===== src/rtl/dwcpi_pkg.sv =====
// Shared package for the dual wheel cascaded PI speed controller.
// Holds field widths, configuration register indexes, reset values and the config struct.
// No dependencies.
package dwcpi_pkg;

    localparam int CFG_IDX_W  = 3;
    localparam int CFG_DATA_W = 20;
    localparam int COUNT_W    = 10;
    localparam int SUM_W      = 16;
    localparam int CORR_W     = 16;
    localparam int DRIVE_W    = 24;
    localparam int TICK_W     = 6;
    localparam int PERIOD_W   = 8;
    localparam int INNER_G_W  = 20;
    localparam int OUTER_G_W  = 18;
    localparam int TARGET_W   = 10;
    localparam int WINDOW_W   = 10;
    localparam int INNER_FRAC = 8;
    localparam int OUTER_FRAC = 16;
    localparam int DIFF_ERR_W = SUM_W + 1;
    localparam int WHEEL_ERR_W = SUM_W + 3;

    localparam logic [CFG_IDX_W-1:0] REG_INNER_P   = 3'd0;
    localparam logic [CFG_IDX_W-1:0] REG_INNER_I   = 3'd1;
    localparam logic [CFG_IDX_W-1:0] REG_OUTER_P   = 3'd2;
    localparam logic [CFG_IDX_W-1:0] REG_OUTER_I   = 3'd3;
    localparam logic [CFG_IDX_W-1:0] REG_TARGET    = 3'd4;
    localparam logic [CFG_IDX_W-1:0] REG_WINDOW    = 3'd5;
    localparam logic [CFG_IDX_W-1:0] REG_TICKS     = 3'd6;
    localparam logic [CFG_IDX_W-1:0] REG_PERIODS   = 3'd7;

    localparam logic [INNER_G_W-1:0] RST_INNER_P = 20'd230605;
    localparam logic [INNER_G_W-1:0] RST_INNER_I = 20'd221184;
    localparam logic [OUTER_G_W-1:0] RST_OUTER_P = 18'd34452;
    localparam logic [OUTER_G_W-1:0] RST_OUTER_I = 18'd32054;
    localparam logic [TARGET_W-1:0]  RST_TARGET  = 10'd35;
    localparam logic [WINDOW_W-1:0]  RST_WINDOW  = 10'd5;
    localparam logic [TICK_W-1:0]    RST_TICKS   = 6'd20;
    localparam logic [PERIOD_W-1:0]  RST_PERIODS = 8'd80;

    typedef struct packed {
        logic [INNER_G_W-1:0] inner_p;
        logic [INNER_G_W-1:0] inner_i;
        logic [OUTER_G_W-1:0] outer_p;
        logic [OUTER_G_W-1:0] outer_i;
        logic [TARGET_W-1:0]  target;
        logic [WINDOW_W-1:0]  window;
        logic [TICK_W-1:0]    ticks;
        logic [PERIOD_W-1:0]  periods;
    } t_cfg;

endpackage


===== src/rtl/dwcpi_cfg_regs.sv =====
// Configuration register file for the cascaded PI speed controller.
// Plain write port, no read-back. Depends on dwcpi_pkg.
module dwcpi_cfg_regs
    import dwcpi_pkg::*;
(
    input  logic                  i_clk,
    input  logic                  i_rst_n,
    input  logic                  i_cfg_we,
    input  logic [CFG_IDX_W-1:0]  i_cfg_addr,
    input  logic [CFG_DATA_W-1:0] i_cfg_data,
    output t_cfg                  o_cfg
);

    t_cfg r_cfg;

    always_ff @(posedge i_clk) begin
        if (!i_rst_n) begin
            r_cfg.inner_p <= RST_INNER_P;
            r_cfg.inner_i <= RST_INNER_I;
            r_cfg.outer_p <= RST_OUTER_P;
            r_cfg.outer_i <= RST_OUTER_I;
            r_cfg.target  <= RST_TARGET;
            r_cfg.window  <= RST_WINDOW;
            r_cfg.ticks   <= RST_TICKS;
            r_cfg.periods <= RST_PERIODS;
        end else if (i_cfg_we) begin
            case (i_cfg_addr)
                REG_INNER_P: r_cfg.inner_p <= i_cfg_data[INNER_G_W-1:0];
                REG_INNER_I: r_cfg.inner_i <= i_cfg_data[INNER_G_W-1:0];
                REG_OUTER_P: r_cfg.outer_p <= i_cfg_data[OUTER_G_W-1:0];
                REG_OUTER_I: r_cfg.outer_i <= i_cfg_data[OUTER_G_W-1:0];
                REG_TARGET:  r_cfg.target  <= i_cfg_data[TARGET_W-1:0];
                REG_WINDOW:  r_cfg.window  <= i_cfg_data[WINDOW_W-1:0];
                REG_TICKS:   r_cfg.ticks   <= i_cfg_data[TICK_W-1:0];
                REG_PERIODS: r_cfg.periods <= i_cfg_data[PERIOD_W-1:0];
                default: ;
            endcase
        end
    end

    assign o_cfg = r_cfg;

endmodule


===== config.mk =====
export PLATFORM = sky130hd
export DESIGN_NAME = dwcpi_cfg_regs
export DESIGN_NICKNAME = d
export VERILOG_FILES = /design/src/rtl/dwcpi_pkg.sv /design/src/rtl/dwcpi_cfg_regs.sv
export SDC_FILE = /design/constraint.sdc
export NUM_CORES = 1
export LEC_CHECK = 0
export BUFFER_PORTS_ARGS = -buffer_cell sky130_fd_sc_hd__buf_2
export CAP_MARGIN = 15
export CORE_MARGIN = 2
export CORE_UTILIZATION = 51
export CTS_CLUSTER_DIAMETER = 60
export DETAILED_ROUTE_END_ITERATION = 16
export PLACE_DENSITY = 0.8
export SYNTH_ARGS = -nofsm -noshare
export SYNTH_HDL_FRONTEND = slang
export SYNTH_SLANG_ARGS = --single-unit

===== constraint.sdc =====
create_clock -name i_clk -period 3.3 [get_ports i_clk]
set_input_delay 0.33 -clock i_clk [delete_from_list [all_inputs] [get_ports i_clk]]
set_output_delay 0.33 -clock i_clk [all_outputs]
set_load 0.01 [all_outputs]

==> flow_summary_export.csv <==
group,metric,value,unit
clocking,cts.clk_slew.worst_paths,0.10,ns
pwr,ir_drop,307,µV
min_path,hold_class,"primary input to register",
floorplanning,rows,33,
min_path,holdPathStages,3,
pwr,power.total,0.00238,W
clocking,clkLatencyLatePin,0.35,ns
routing,wirelength,10.2,mm
clocking,cts_root_buffer,"clkbuf_8",
clocking,cts_buffer_depth,2,
global_routing,grt_pass1_wl,15.8,mm
clocking,cts_max_level,3,
worst_setup_path,startpoint_type,"primary input",
timing,finalSetupViolCount,0,
worst_setup_path,worstPathRequired,3.51,ns
floorplanning,die_width,95.4,µm
pwr,p_int,0.00183,W
timing,fin_crit_sh,45.1,%
timing,final_max_slew_viol_count,0,
routing,postRouteAntennaNets,0,
worst_setup_path,crit_type,"primary input to register",
worst_setup_path,r2r_setup_slack,2.63,ns
timing,tns,0,ns
placement,dp_hpwl,7.27,mm
run,drv_cap,0,
floorplanning,start_util,52.3,%
clocking,clkSinkCount,110,
layout,largest_reg_flops,110,
layout,diodes,0,
floorplanning,dieArea,0.00909,mm²
routing,vias,3269,
placement,numPortBuffers,135,
logic_synthesis,synth_cell_types,17,
pwr,power.density,459,mW/mm²
timing,period_minus_slack,1.49,ns
placement,gp_congestion,0.791,
routing,drtIter0Drc,69,
logic_synthesis,avgSynthCellArea,10.4,µm²
floorplanning,die_y,95.4,µm
worst_setup_path,critPathLaunch,"i_cfg_addr[0]",
layout,drive_gt1_share,29.4,%
floorplanning,core,0.00813,mm²
layout,nNetsFinal,555,
logic_synthesis,ys_seq_area_share,51.7,%
layout,area_growth,21.9,%
timing,setup_slack,1.81,ns
timing,rsz0062_at_grt,"no",
pwr,swShare,23.2,%
worst_setup_path,cp-end-kind,"register",
worst_setup_path,crit_arrival,1.70,ns
placement,place_ws,1.43,ns
worst_setup_path,cp_max_fo,15,
clocking,postCtsHoldBufs,0,
global_routing,grt.total_usage,22.6,%
clocking,cts_tree,"yes",
pwr,power_frac_comb,8.4,%
clocking,numCtsBuffers,9,
min_path,worstHoldStart,"i_cfg_data[10]",
worst_setup_path,r2r_cells,2,
outcome,outcome,"completed",
timing,max_freq,671,MHz
timing,slew_headroom,39.6,%
global_routing,grt-ovfl-total,0,
global_routing,grt_pass1_vias,3122,
logic_synthesis,syn-num-nets,434,
pwr,power.switching,0.000552,W
timing,finalClockSkew,0,ns
routing,drc,0,
clocking,cts_setup_buffers,0,
routing,avgViaCountPerCell,5.12,
pwr,leakagePower,2.52,nW
routing,wl_per_cell,15.9,µm
floorplanning,ioPinCount,136,
logic_synthesis,synth_area,0.00426,mm²
timing,hold_viol_final,0,
global_routing,grt_max_degree,70,
timing,tightest_slew,0.901,ns
pwr,p_seq_share,57.5,%
logic_synthesis,yosys_register_bits,110,
routing,dr.pass1.iters,4,
clocking,post_cts_resized,0,
logic_synthesis,ys_warn_count,0,
logic_synthesis,netlist_instances,408,
pwr,clkPwrFrac,34.1,%
worst_setup_path,timing.rr.start,"o_cfg[21]",
global_routing,antenna_found_initial,0,
## per-layer routing
metal	up-vias	track usage (%)	routed length, µm
met3	12	7.35	788
met2	110	37.7	4770
met5	-	0	0
li1	1587	-	-
met1	1560	27.6	4460
met4	0	7.37	162
## layout by cell type (no fill, tap or decap)
cell,Yosys,layout
nor4bb_4,0,2
clkbuf_8,0,11
buf_4,1,5
dfxtp_1,110,110
buf_12,1,1
nor4b_2,1,1
mux2i_1,110,110
nor2b_1,56,56
clkinv_2,0,1
nand2_1,92,92
nand4_1,1,1
and4b_1,1,1
nand4b_1,3,3
or4b_1,1,1
nand4bb_1,1,1
buf_2,9,134
clkinvlp_4,0,1
clkbuf_1,15,2
bufinv_16,0,1
## synth_stat cells
master / number / area share (%)
buf_6: 2 / 0.53
clkbuf_1: 15 / 1.3
nor4b_2: 1 / 0.35
mux2i_1: 110 / 26
dfxtp_1: 110 / 52
buf_12: 1 / 0.47
nand4b_1: 3 / 0.62
nand4_1: 1 / 0.15
buf_1: 2 / 0.18
nand2_1: 92 / 8.1
nand4bb_1: 1 / 0.26
nor4bb_1: 2 / 0.47
buf_4: 1 / 0.18
nor2b_1: 56 / 8.2
and4b_1: 1 / 0.24
or4b_1: 1 / 0.24
buf_2: 9 / 1.1
## final timing paths
path               endpoint
hold reg to reg   o_cfg[30]
setup / recovery  o_cfg[94]
setup reg to reg  o_cfg[21]
hold / removal    o_cfg[80]
## critical path, stage by stage
cell	delay, ns
buf_2	0.16
or4b_1	0.96
mux2i_1	0.23
## per-stage QoR
stage                     hold slack [ns]  utilization (%)  instance area (µm²)  std cells
final                               0.235             63.8                 5190        639
after global routing                0.239             63.8                 5190        639
after CTS                           0.222             63.8                 5190        639
after detailed placement            0.443             61.3                 4990        623
after global placement              0.442             61.3                 4990        623
after floorplan                     0.472                -                 4260        408
## cells by family after synthesis
kind of cell | Yosys count | synth area share, %
mux | 110 | 25.9
flops | 110 | 51.7
buf+inv | 30 | 3.73
simple gates | 158 | 18.7
## layout make-up
| type | count | area [µm²] |
|---|---|---|
| clock buffers | 13 | 159 |
| clock inverters | 3 | 42.5 |
| fillers | 674 | 2950 |
| multi-input cells | 268 | 1930 |
| flip-flops and latches | 110 | 2200 |
| well taps | 105 | 131 |
| repair buffers | 140 | 728 |
## power by group through the flow
stage          registers [W]  clock network [W]  logic, W
4_1_cts              0.00137           0.000837  0.000201
3_3_place_gp         0.00140                  0  0.000195
3_5_place_dp         0.00140                  0  0.000201
5_1_grt              0.00137           0.000876  0.000218
6_report             0.00137           0.000812  0.000200
2_1_floorplan        0.00142                  0  0.000109
Note: power is estimated with default switching activity, not from simulation.
